File: src/hw/rtl/integer_to_ascii_formatter_unit_defines.svh
// Assertion macros for the integer to ASCII formatter.
`ifndef INTEGER_TO_ASCII_FORMATTER_UNIT_DEFINES_SVH
`define INTEGER_TO_ASCII_FORMATTER_UNIT_DEFINES_SVH

`ifndef ASSERT_OFF

// property must hold at every clock edge out of reset
`define IFA_ASSERT(label, prop, msg) \
    label: assert property (@(posedge clk) disable iff (!rst_n) prop) else $error(msg);

// condition must never be seen out of reset
`define IFA_ASSERT_NEVER(label, cond, msg) \
    label: assert property (@(posedge clk) disable iff (!rst_n) !(cond)) else $error(msg);

`else

`define IFA_ASSERT(label, prop, msg)
`define IFA_ASSERT_NEVER(label, cond, msg)

`endif

`endif

File: src/hw/rtl/ifa_pkg.sv
`default_nettype none

package ifa_pkg;

    localparam int VALUE_W = 32;
    localparam int CHAR_W  = 8;
    localparam int DIGIT_W = 4;

    // request kinds
    localparam logic [1:0] KIND_TEXT = 2'd0;
    localparam logic [1:0] KIND_RAW  = 2'd1;
    localparam logic [1:0] KIND_DEC  = 2'd2;
    localparam logic [1:0] KIND_HEX  = 2'd3;

    localparam logic [CHAR_W-1:0] CH_ZERO  = 8'h30;
    localparam logic [CHAR_W-1:0] CH_A     = 8'h61;
    localparam logic [CHAR_W-1:0] CH_MINUS = 8'h2D;
    localparam logic [CHAR_W-1:0] CH_CR    = 8'h0D;
    localparam logic [CHAR_W-1:0] CH_LF    = 8'h0A;

    localparam logic [DIGIT_W-1:0] DEC_BASE = 4'd10;

    // classification handed from front to back
    typedef struct packed {
        logic [1:0] kind;
        logic       neg;
        logic       is_nl;
    } ifa_ctl_t;

    function automatic logic [CHAR_W-1:0] digit_char(input logic [DIGIT_W-1:0] d);
        logic [CHAR_W-1:0] d_ext;
        d_ext = CHAR_W'(d);
        if (d < DEC_BASE)
        begin
            return CH_ZERO + d_ext;
        end
        return CH_A + d_ext - CHAR_W'(DEC_BASE);
    endfunction

endpackage

`default_nettype wire

File: src/hw/rtl/ifa_channels.sv
`default_nettype none

interface ifa_req_if
    import ifa_pkg::*;
();
    logic               valid;
    logic               ready;
    logic [1:0]         req_type;
    logic [VALUE_W-1:0] value;

    modport source (output valid, output req_type, output value, input ready);
    modport sink   (input valid, input req_type, input value, output ready);
endinterface

interface ifa_char_if
    import ifa_pkg::*;
();
    logic              valid;
    logic              ready;
    logic [CHAR_W-1:0] out_char;
    logic              last_char;

    modport source (output valid, output out_char, output last_char, input ready);
    modport sink   (input valid, input out_char, input last_char, output ready);
endinterface

`default_nettype wire

File: src/hw/rtl/ifa_queue.sv
`default_nettype none

// two-slot queue, head always in slot 0
module ifa_queue #(
    parameter int WIDTH = 36
) (
    input  wire logic             clk,
    input  wire logic             rst_n,
    input  wire logic             push_valid,
    output logic                  push_ready,
    input  wire logic [WIDTH-1:0] push_data,
    output logic                  pop_valid,
    input  wire logic             pop_ready,
    output logic [WIDTH-1:0]      pop_data
);

    localparam int DEPTH = 2;
    localparam int CNT_W = $clog2(DEPTH + 1);

    logic [CNT_W-1:0] count_reg, count_next;
    logic [WIDTH-1:0] slot0_reg, slot0_next;
    logic [WIDTH-1:0] slot1_reg, slot1_next;
    logic             push, pop;

    assign push_ready = (count_reg != CNT_W'(DEPTH));
    assign pop_valid  = (count_reg != '0);
    assign pop_data   = slot0_reg;
    assign push       = push_valid && push_ready;
    assign pop        = pop_valid && pop_ready;

    always_comb
    begin
        slot0_next = slot0_reg;
        slot1_next = slot1_reg;
        count_next = count_reg;
        if (pop)
        begin
            slot0_next = slot1_reg;
        end
        if (push)
        begin
            if (count_reg == '0 || (pop && count_reg == CNT_W'(1)))
            begin
                slot0_next = push_data;
            end
            else
            begin
                slot1_next = push_data;
            end
        end
        if (push && !pop)
        begin
            count_next = count_reg + CNT_W'(1);
        end
        else if (pop && !push)
        begin
            count_next = count_reg - CNT_W'(1);
        end
    end

    always_ff @(posedge clk or negedge rst_n)
    begin
        if (!rst_n)
        begin
            count_reg <= '0;
        end
        else
        begin
            count_reg <= count_next;
        end
    end

    always_ff @(posedge clk)
    begin
        slot0_reg <= slot0_next;
        slot1_reg <= slot1_next;
    end

endmodule

`default_nettype wire

File: src/hw/rtl/ifa_front.sv
`default_nettype none

// Classifies requests: masks the number, takes the decimal magnitude,
// flags a newline that needs a CR in front.
module ifa_front
    import ifa_pkg::*;
#(
    parameter int VALUE_BITS = 32
) (
    ifa_req_if.sink               req,
    output logic                  q_valid,
    input  wire logic             q_ready,
    output ifa_ctl_t              q_ctl,
    output logic [VALUE_BITS-1:0] q_mag
);

    localparam int EXT_W = (VALUE_BITS > VALUE_W) ? VALUE_BITS : VALUE_W;

    logic [EXT_W-1:0]      val_ext;
    logic [VALUE_BITS-1:0] val;
    logic                  neg;

    assign val_ext = EXT_W'(req.value);
    assign val     = val_ext[VALUE_BITS-1:0];
    assign neg     = (req.req_type == KIND_DEC) && val[VALUE_BITS-1];

    assign q_valid     = req.valid;
    assign req.ready   = q_ready;
    assign q_mag       = neg ? (VALUE_BITS'(0) - val) : val;
    assign q_ctl.kind  = req.req_type;
    assign q_ctl.neg   = neg;
    assign q_ctl.is_nl = (req.req_type == KIND_TEXT) && (req.value[CHAR_W-1:0] == CH_LF);

endmodule

`default_nettype wire

File: src/hw/rtl/ifa_back.sv
`default_nettype none
`include "integer_to_ascii_formatter_unit_defines.svh"

// Converts one queued request into characters. Decimal goes through a
// shift-add-3 BCD converter, one bit per cycle; hex loads nibbles directly.
module ifa_back
    import ifa_pkg::*;
#(
    parameter int VALUE_BITS = 32
) (
    input  wire logic                  clk,
    input  wire logic                  rst_n,
    input  wire logic                  q_valid,
    output logic                       q_ready,
    input  wire ifa_ctl_t              q_ctl,
    input  wire logic [VALUE_BITS-1:0] q_mag,
    ifa_char_if.source                 chars
);

    localparam int DEC_DIGITS = (VALUE_BITS * 3 + 9) / 10;
    localparam int HEX_DIGITS = (VALUE_BITS + 3) / 4;
    localparam int IDX_W      = $clog2(DEC_DIGITS);
    localparam int CNT_W      = $clog2(DEC_DIGITS + 1);
    localparam int BC_W       = $clog2(VALUE_BITS + 1);

    localparam logic [2:0] ST_IDLE  = 3'd0;
    localparam logic [2:0] ST_CHAR  = 3'd1;
    localparam logic [2:0] ST_CONV  = 3'd2;
    localparam logic [2:0] ST_COUNT = 3'd3;
    localparam logic [2:0] ST_SIGN  = 3'd4;
    localparam logic [2:0] ST_DIGIT = 3'd5;

    logic [2:0]            state_reg, state_next;
    logic                  sign_pending_reg, sign_pending_next;
    logic                  cr_pending_reg, cr_pending_next;
    logic [CNT_W-1:0]      digit_count_reg, digit_count_next;
    logic                  out_valid_reg, out_valid_next;
    logic [BC_W-1:0]       bit_cnt_reg, bit_cnt_next;
    logic [VALUE_BITS-1:0] mag_reg, mag_next;
    logic [IDX_W-1:0]      idx_reg, idx_next;
    logic [CHAR_W-1:0]     out_char_reg, out_char_next;
    logic                  out_last_reg, out_last_next;
    logic [DIGIT_W-1:0]    digit_store [DEC_DIGITS];
    logic [DIGIT_W-1:0]    store_next [DEC_DIGITS];

    logic [DIGIT_W-1:0]        adj [DEC_DIGITS];
    logic [DIGIT_W-1:0]        dabble [DEC_DIGITS];
    logic [DIGIT_W-1:0]        hex_nib [DEC_DIGITS];
    logic [HEX_DIGITS*4-1:0]   mag_pad;
    logic [CNT_W-1:0]          top_count;
    logic                      out_load;
    logic                      emit;
    logic                      emit_last;
    logic [CHAR_W-1:0]         emit_char;

    assign out_load        = !out_valid_reg || chars.ready;
    assign q_ready         = (state_reg == ST_IDLE);
    assign chars.valid     = out_valid_reg;
    assign chars.out_char  = out_char_reg;
    assign chars.last_char = out_last_reg;

    // add-3 correction then one-bit left shift through all digits
    always_comb
    begin
        for (int i = 0; i < DEC_DIGITS; i++)
        begin
            adj[i] = (digit_store[i] >= 4'd5) ? digit_store[i] + 4'd3 : digit_store[i];
        end
        dabble[0] = {adj[0][DIGIT_W-2:0], mag_reg[VALUE_BITS-1]};
        for (int i = 1; i < DEC_DIGITS; i++)
        begin
            dabble[i] = {adj[i][DIGIT_W-2:0], adj[i-1][DIGIT_W-1]};
        end
    end

    assign mag_pad = (HEX_DIGITS * 4)'(q_mag);

    always_comb
    begin
        for (int i = 0; i < DEC_DIGITS; i++)
        begin
            hex_nib[i] = '0;
        end
        for (int i = 0; i < HEX_DIGITS; i++)
        begin
            hex_nib[i] = mag_pad[4*i +: 4];
        end
    end

    // position of the top nonzero digit, at least one digit
    always_comb
    begin
        top_count = CNT_W'(1);
        for (int i = 0; i < DEC_DIGITS; i++)
        begin
            if (digit_store[i] != '0)
            begin
                top_count = CNT_W'(i + 1);
            end
        end
    end

    always_comb
    begin
        state_next        = state_reg;
        sign_pending_next = sign_pending_reg;
        cr_pending_next   = cr_pending_reg;
        digit_count_next  = digit_count_reg;
        bit_cnt_next      = bit_cnt_reg;
        mag_next          = mag_reg;
        idx_next          = idx_reg;
        store_next        = digit_store;
        emit              = 1'b0;
        emit_last         = 1'b0;
        emit_char         = CH_ZERO;

        case (state_reg)
            ST_IDLE:
            begin
                if (q_valid)
                begin
                    mag_next        = q_mag;
                    cr_pending_next = q_ctl.is_nl;
                    case (q_ctl.kind)
                        KIND_TEXT, KIND_RAW:
                        begin
                            state_next = ST_CHAR;
                        end
                        KIND_DEC:
                        begin
                            sign_pending_next = q_ctl.neg;
                            for (int i = 0; i < DEC_DIGITS; i++)
                            begin
                                store_next[i] = '0;
                            end
                            bit_cnt_next = BC_W'(VALUE_BITS);
                            state_next   = ST_CONV;
                        end
                        KIND_HEX:
                        begin
                            sign_pending_next = 1'b0;
                            store_next        = hex_nib;
                            state_next        = ST_COUNT;
                        end
                        default:
                        begin
                            state_next = ST_IDLE;
                        end
                    endcase
                end
            end
            ST_CHAR:
            begin
                if (out_load)
                begin
                    emit = 1'b1;
                    if (cr_pending_reg)
                    begin
                        emit_char       = CH_CR;
                        cr_pending_next = 1'b0;
                    end
                    else
                    begin
                        emit_char  = mag_reg[CHAR_W-1:0];
                        emit_last  = 1'b1;
                        state_next = ST_IDLE;
                    end
                end
            end
            ST_CONV:
            begin
                store_next   = dabble;
                mag_next     = mag_reg << 1;
                bit_cnt_next = bit_cnt_reg - BC_W'(1);
                if (bit_cnt_reg == BC_W'(1))
                begin
                    state_next = ST_COUNT;
                end
            end
            ST_COUNT:
            begin
                digit_count_next = top_count;
                idx_next         = IDX_W'(top_count - CNT_W'(1));
                state_next       = sign_pending_reg ? ST_SIGN : ST_DIGIT;
            end
            ST_SIGN:
            begin
                if (out_load)
                begin
                    emit       = 1'b1;
                    emit_char  = CH_MINUS;
                    state_next = ST_DIGIT;
                end
            end
            ST_DIGIT:
            begin
                if (out_load)
                begin
                    emit      = 1'b1;
                    emit_char = digit_char(digit_store[idx_reg]);
                    emit_last = (idx_reg == '0);
                    if (idx_reg == '0)
                    begin
                        state_next = ST_IDLE;
                    end
                    else
                    begin
                        idx_next = idx_reg - IDX_W'(1);
                    end
                end
            end
            default:
            begin
                state_next = ST_IDLE;
            end
        endcase
    end

    // output register
    always_comb
    begin
        out_char_next = out_char_reg;
        out_last_next = out_last_reg;
        if (emit)
        begin
            out_valid_next = 1'b1;
            out_char_next  = emit_char;
            out_last_next  = emit_last;
        end
        else if (chars.ready)
        begin
            out_valid_next = 1'b0;
        end
        else
        begin
            out_valid_next = out_valid_reg;
        end
    end

    always_ff @(posedge clk or negedge rst_n)
    begin
        if (!rst_n)
        begin
            state_reg        <= ST_IDLE;
            sign_pending_reg <= 1'b0;
            cr_pending_reg   <= 1'b0;
            digit_count_reg  <= '0;
            out_valid_reg    <= 1'b0;
            bit_cnt_reg      <= '0;
        end
        else
        begin
            state_reg        <= state_next;
            sign_pending_reg <= sign_pending_next;
            cr_pending_reg   <= cr_pending_next;
            digit_count_reg  <= digit_count_next;
            out_valid_reg    <= out_valid_next;
            bit_cnt_reg      <= bit_cnt_next;
        end
    end

    always_ff @(posedge clk)
    begin
        mag_reg      <= mag_next;
        idx_reg      <= idx_next;
        out_char_reg <= out_char_next;
        out_last_reg <= out_last_next;
        digit_store  <= store_next;
    end

    `IFA_ASSERT(a_idx_in_range, (state_reg == ST_DIGIT) |-> (CNT_W'(idx_reg) < digit_count_reg), "digit index beyond digit count")
    `IFA_ASSERT(a_last_ends_run, (emit && emit_last) |=> (state_reg == ST_IDLE), "last character did not end the run")
    `IFA_ASSERT(a_count_nonzero, (state_reg == ST_COUNT) |=> (digit_count_reg != '0), "empty digit run")
    `IFA_ASSERT_NEVER(a_no_overwrite, out_valid_reg && !chars.ready && emit, "output register overwritten while stalled")

endmodule

`default_nettype wire

File: src/hw/rtl/integer_to_ascii_formatter_unit.sv
// Integer to ASCII formatter, at most one character per cycle out, and only while chars.ready is high.
// A text or raw request passes the queue, the back end's state register and the output register
// before its first character shows; a decimal request also goes through the bit-serial BCD
// conversion and the digit-count state, hex through the digit-count state. The back end takes
// a new request only when idle; decimal is paced by the one-bit-per-cycle back-end converter.
// Reset (rst_n low, async): queue empty, converter idle, no output pending.
`default_nettype none

module integer_to_ascii_formatter_unit
    import ifa_pkg::*;
#(
    parameter int VALUE_BITS = 32
) (
    input  wire logic  clk,
    input  wire logic  rst_n,
    ifa_req_if.sink    req,
    ifa_char_if.source chars
);

    localparam int CTL_W = $bits(ifa_ctl_t);
    localparam int Q_W   = CTL_W + VALUE_BITS;

    // front -> queue
    logic                  fq_valid;
    logic                  fq_ready;
    ifa_ctl_t              fq_ctl;
    logic [VALUE_BITS-1:0] fq_mag;

    // queue -> back
    logic                  qb_valid;
    logic                  qb_ready;
    logic [Q_W-1:0]        qb_data;
    ifa_ctl_t              qb_ctl;
    logic [VALUE_BITS-1:0] qb_mag;

    // Front: classify each request in the accept cycle, no state of its own.
    ifa_front #(
        .VALUE_BITS (VALUE_BITS)
    ) u_front (
        .req     (req),
        .q_valid (fq_valid),
        .q_ready (fq_ready),
        .q_ctl   (fq_ctl),
        .q_mag   (fq_mag)
    );

    // Two-entry queue lets the next request be taken while the back end
    // is still converting or stalled on output.
    ifa_queue #(
        .WIDTH (Q_W)
    ) u_queue (
        .clk        (clk),
        .rst_n      (rst_n),
        .push_valid (fq_valid),
        .push_ready (fq_ready),
        .push_data  ({fq_ctl, fq_mag}),
        .pop_valid  (qb_valid),
        .pop_ready  (qb_ready),
        .pop_data   (qb_data)
    );

    assign qb_ctl = qb_data[Q_W-1 -: CTL_W];
    assign qb_mag = qb_data[VALUE_BITS-1:0];

    // Back: digit conversion and character sequencing behind an output register.
    ifa_back #(
        .VALUE_BITS (VALUE_BITS)
    ) u_back (
        .clk     (clk),
        .rst_n   (rst_n),
        .q_valid (qb_valid),
        .q_ready (qb_ready),
        .q_ctl   (qb_ctl),
        .q_mag   (qb_mag),
        .chars   (chars)
    );

endmodule

`default_nettype wire

File: src/flat_wrapper.sv
// flat-port wrapper written by rule: the top's interface ports become plain ports
module integer_to_ascii_formatter_unit_flat import ifa_pkg::*;
#(
    parameter int VALUE_BITS = 32
)
  (clk, rst_n, req_valid, req_req_type, req_value, req_ready, chars_valid, chars_out_char, chars_last_char, chars_ready);
  ifa_req_if req_i ();
  ifa_char_if chars_i ();
  input  wire logic clk;
  input  wire logic rst_n;
  input wire logic [$bits(req_i.valid)-1:0] req_valid;
  input wire logic [$bits(req_i.req_type)-1:0] req_req_type;
  input wire logic [$bits(req_i.value)-1:0] req_value;
  output wire logic [$bits(req_i.ready)-1:0] req_ready;
  output wire logic [$bits(chars_i.valid)-1:0] chars_valid;
  output wire logic [$bits(chars_i.out_char)-1:0] chars_out_char;
  output wire logic [$bits(chars_i.last_char)-1:0] chars_last_char;
  input wire logic [$bits(chars_i.ready)-1:0] chars_ready;
  assign req_i.valid = req_valid;
  assign req_i.req_type = req_req_type;
  assign req_i.value = req_value;
  assign req_ready = req_i.ready;
  assign chars_valid = chars_i.valid;
  assign chars_out_char = chars_i.out_char;
  assign chars_last_char = chars_i.last_char;
  assign chars_i.ready = chars_ready;
  integer_to_ascii_formatter_unit #(.VALUE_BITS(VALUE_BITS)) u_core (.clk(clk), .rst_n(rst_n), .req(req_i), .chars(chars_i));
endmodule
File: config.mk
export PLATFORM = sky130hd
export DESIGN_NAME = integer_to_ascii_formatter_unit_flat
export DESIGN_NICKNAME = d
export VERILOG_FILES = /design/src/hw/rtl/ifa_pkg.sv /design/src/hw/rtl/ifa_channels.sv /design/src/hw/rtl/ifa_queue.sv /design/src/hw/rtl/ifa_front.sv /design/src/hw/rtl/ifa_back.sv /design/src/hw/rtl/integer_to_ascii_formatter_unit.sv /design/src/flat_wrapper.sv
export VERILOG_INCLUDE_DIRS = /design/src /design/src/hw/rtl
export SDC_FILE = /design/constraint.sdc
export NUM_CORES = 1
export LEC_CHECK = 0
export BUFFER_PORTS_ARGS = -buffer_cell sky130_fd_sc_hd__buf_2
export CORE_MARGIN = 3
export CORE_UTILIZATION = 55
export DETAILED_ROUTE_END_ITERATION = 8
export GPL_TIMING_DRIVEN = 0
export PLACE_DENSITY_LB_ADDON = 0.05
export SYNTH_ARGS = -nofsm -noshare
export SYNTH_HDL_FRONTEND = slang
export SYNTH_SLANG_ARGS = --single-unit
File: constraint.sdc
create_clock -name clk -period 5.2 [get_ports clk]
set_input_delay 0.52 -clock clk [delete_from_list [all_inputs] [get_ports clk]]
set_output_delay 0.52 -clock clk [all_outputs]
set_load 0.005 [all_outputs]
==> summary.txt <==
Worst setup path
  • Register-to-Register Path Depth: 8
  • CP max FO: 23
  • Setup CP Type: register to register
  • Critical path's largest stage delay: 620 ps
  • CP Data Required Time: 5330 ps
  • CP top delay family: buffers and inverters
  • CP Launch Type: register
  • CP Capture Type: register
  • Worst path slowest cell: nor4_1
  • Cells along the critical path: inv_1, ha_1, nor4_1, inv_1, clkbuf_1, buf_1, nand2_1, buf_16
  • WP depth: 8
  • Worst Path Buf+Inv: 5
  • WP data arrival: 3410 ps
  • Cell mode on critical path: inv_1

Global routing
  • Largest net degree at the start of global routing: 33
  • Initial antenna violation count: 0
  • Vias in the first global route: 6780
  • First-pass GRT wire length: 35000 um
  • GR Util All Layers: 24.5%
  • Total global routing overflow: 0

Layout
  • Layout cells sized above 1: 14.2%
  • N_diodes: 0
  • Max reg flops: 40
  • Post-layout util: 64.4%
  • Area Overhead vs Synth: 13.0%
  • Fin nets: 1039

CTS
  • CTS resizes: 0
  • Clk buf depth: 2
  • CTS tree: done
  • H-tree levels: 4
  • Root Driver: clkbuf_16
  • Setup bufs post-CTS: 0
  • CTS buffer count: 17
  • CTS Hold Bufs: 1
  • Worst-path clk slew: 60 ps
  • # clock sinks: 171
  • Worst-Skew Late Latency: 430 ps

Synthesis
  • Syn Area/Cell: 10.2 sq um
  • Unique masters post-synth: 64
  • Post-synth top flop: edfxtp_1
  • YS warnings: 0
  • Synthesized cell area: 9190 sq um
  • Asr flop ratio synth: 8.19%
  • Post-synth EDFFs: 121
  • Post-synthesis register bit count: 171
  • Syn Inst Count: 898
  • Sequential share of the synthesized area: 51.2%
  • Syn_nets: 967

Detailed routing
  • First drt pass iteration count: 5
  • Length of routed met3 wiring: 1190 um
  • Routed vias/inst: 5.82
  • Antenna-violating nets left: 0
  • Top sig layer: met4
  • Metal2 WL: 10200 um
  • Initial DRC count: 515
  • Post-DR wirelength/cell: 18.1 um
  • Wirelength, routed: 21700 um
  • Metal-1 WL: 9650 um
  • Routed vias: 6982
  • DRC Markers: 0

Run
  • Maxcap violations: 0

Die
  • Num rows: 46
  • Chip height: 135 um
  • Initial Util: 57.0%
  • # IOs: 49
  • Die ar.: 18300 sq um
  • Die X: 135 um
  • Core footprint: 16100 sq um

Timing
  • Clock skew: 12.2 ps
  • Peak Freq: 305 MHz
  • Unrepaired setup endpoints after global routing: no
  • # setup viols final: 0
  • Final Hold Viols: 0
  • Worst slew margin: 29.6%
  • Max Slew Vio Count: 0
  • Period utilisation layout: 63.1%
  • Hold_ws: 326 ps
  • Minimum clock period: 3280 ps
  • Post-Route Setup TNS: 0 ps
  • Final setup margin: 1920 ps
  • Least-Margin Pin Slew: 1050 ps

Worst hold path
  • Path category of the worst min-delay check: input port to register
  • Worst hold path cell count: 1

Placement
  • GPL Wtd Cong: 0.870
  • DPL Wire Length: 16500 um
  • I/O Buffers: 47
  • Dpl ws: 1530 ps

Power
  • Peak supply drop: 0.298 mV
  • Leak: 0.00403 uW
  • Pwr/cell area: 662 nW/um^2

Run status
  • Status: complete, no violations
cell type report:
class	count	area, sq um
inverter	38	143
multi-input combinational	647	4180
sequential	171	4700
timing repair buffer	53	327
clock buffer	26	531
clock inverter	6	56.3
tap	216	270
buffer	42	170
fill	1334	5730
layout by cell type, fill, tap and decap left out, types with 9 or more instances in the layout:
cell type / n
o31ai_1: 9
o21ai_0: 58
clkbuf_16: 18
nand2_1: 131
nand2b_1: 19
clkbuf_1: 32
dfxtp_1: 36
ha_1: 31
xor2_1: 32
a21oi_1: 51
buf_2: 51
nor2_1: 70
inv_1: 38
nor3b_1: 15
mux2i_1: 12
nand3_1: 21
a31oi_1: 28
mux2_2: 35
edfxtp_1: 121
o21a_1: 10
xnor2_1: 24
nor3_1: 13
dfrtp_1: 14
worst register-to-register path: stages, from the launching register on:
cell and delay [ps]:
dfrtp_1 390, inv_1 80, ha_1 310, nor4_1 630, inv_1 180, clkbuf_1 280
buf_1 360, nand2_1 500, buf_16 230
layer usage:
layer	vias to the layer above	track usage, %
met5	-	0
met4	0	11.7
met3	47	3.94
met2	238	38.9
met1	3327	33.1
li1	3370	-
cell usage after synthesis, drive strengths merged (12+ instances only):
cell type  instances  area (sq um)
inv               38           143
dfrtp             14           350
mux2              35           394
clkbuf            29           109
nor3              14          75.1
edfxtp           121          3630
xor2              32           280
a31oi             28           175
buf               13          61.3
xnor2             25           226
o21ai             59           295
mux2i             12           120
a21oi             52           264
ha                31           388
nor2              70           263
nand3             21           105
nor3b             16           120
nand2b            19           119
nand2            133           502
dfxtp             36           721
where the power goes:
part	switching, uW	internal [uW]
clock network	501	748
logic	1660	1150
registers	478	2340
total	2640	4230
path summary, 6_finish.rpt:
check	end	slack, ps	start
setup / recovery	u_core.u_back.mag_reg[20]$_DFFE_PP_	1920	u_core.u_queue.count_reg[0]$_DFFE_PN0P_
hold / removal	u_core.u_queue.slot1_reg[34]$_DFFE_PP_	330	req_req_type[0]
setup reg to reg	u_core.u_back.mag_reg[20]$_DFFE_PP_	1920	u_core.u_queue.count_reg[0]$_DFFE_PN0P_
hold reg to reg	u_core.u_queue.pop_data[32]$_DFF_P_	500	u_core.u_queue.pop_data[32]$_DFF_P_
max in group asynchronous	u_core.u_back.bit_cnt_reg[5]$_DFFE_PN0P_	4440	rst_n
min in group asynchronous	u_core.u_queue.count_reg[0]$_DFFE_PN0P_	520	rst_n
logic make-up after synthesis:
| kind of cell | synth area share [%] |
|---|---|
| XOR/XNOR | 5.51 |
| multiplexers | 6.57 |
| AND/OR/NAND/NOR | 16.1 |
| adder cells (fa/ha/maj) | 4.22 |
| buffers and inverters | 3.40 |
| flip-flops | 51.2 |
| AO/OA/AOI/OAI | 13.0 |
through the flow:
step           instances  total power [uW]  instance area, sq um
6_report            1199              6870                 10400
5_1_grt             1199              7360                 10400
3_3_place_gp        1161              5410                  9700
3_5_place_dp        1165              5580                  9760
2_1_floorplan        898              4690                  9190
4_1_cts             1198              6850                 10400
Note: power is estimated with default switching activity, not from simulation.
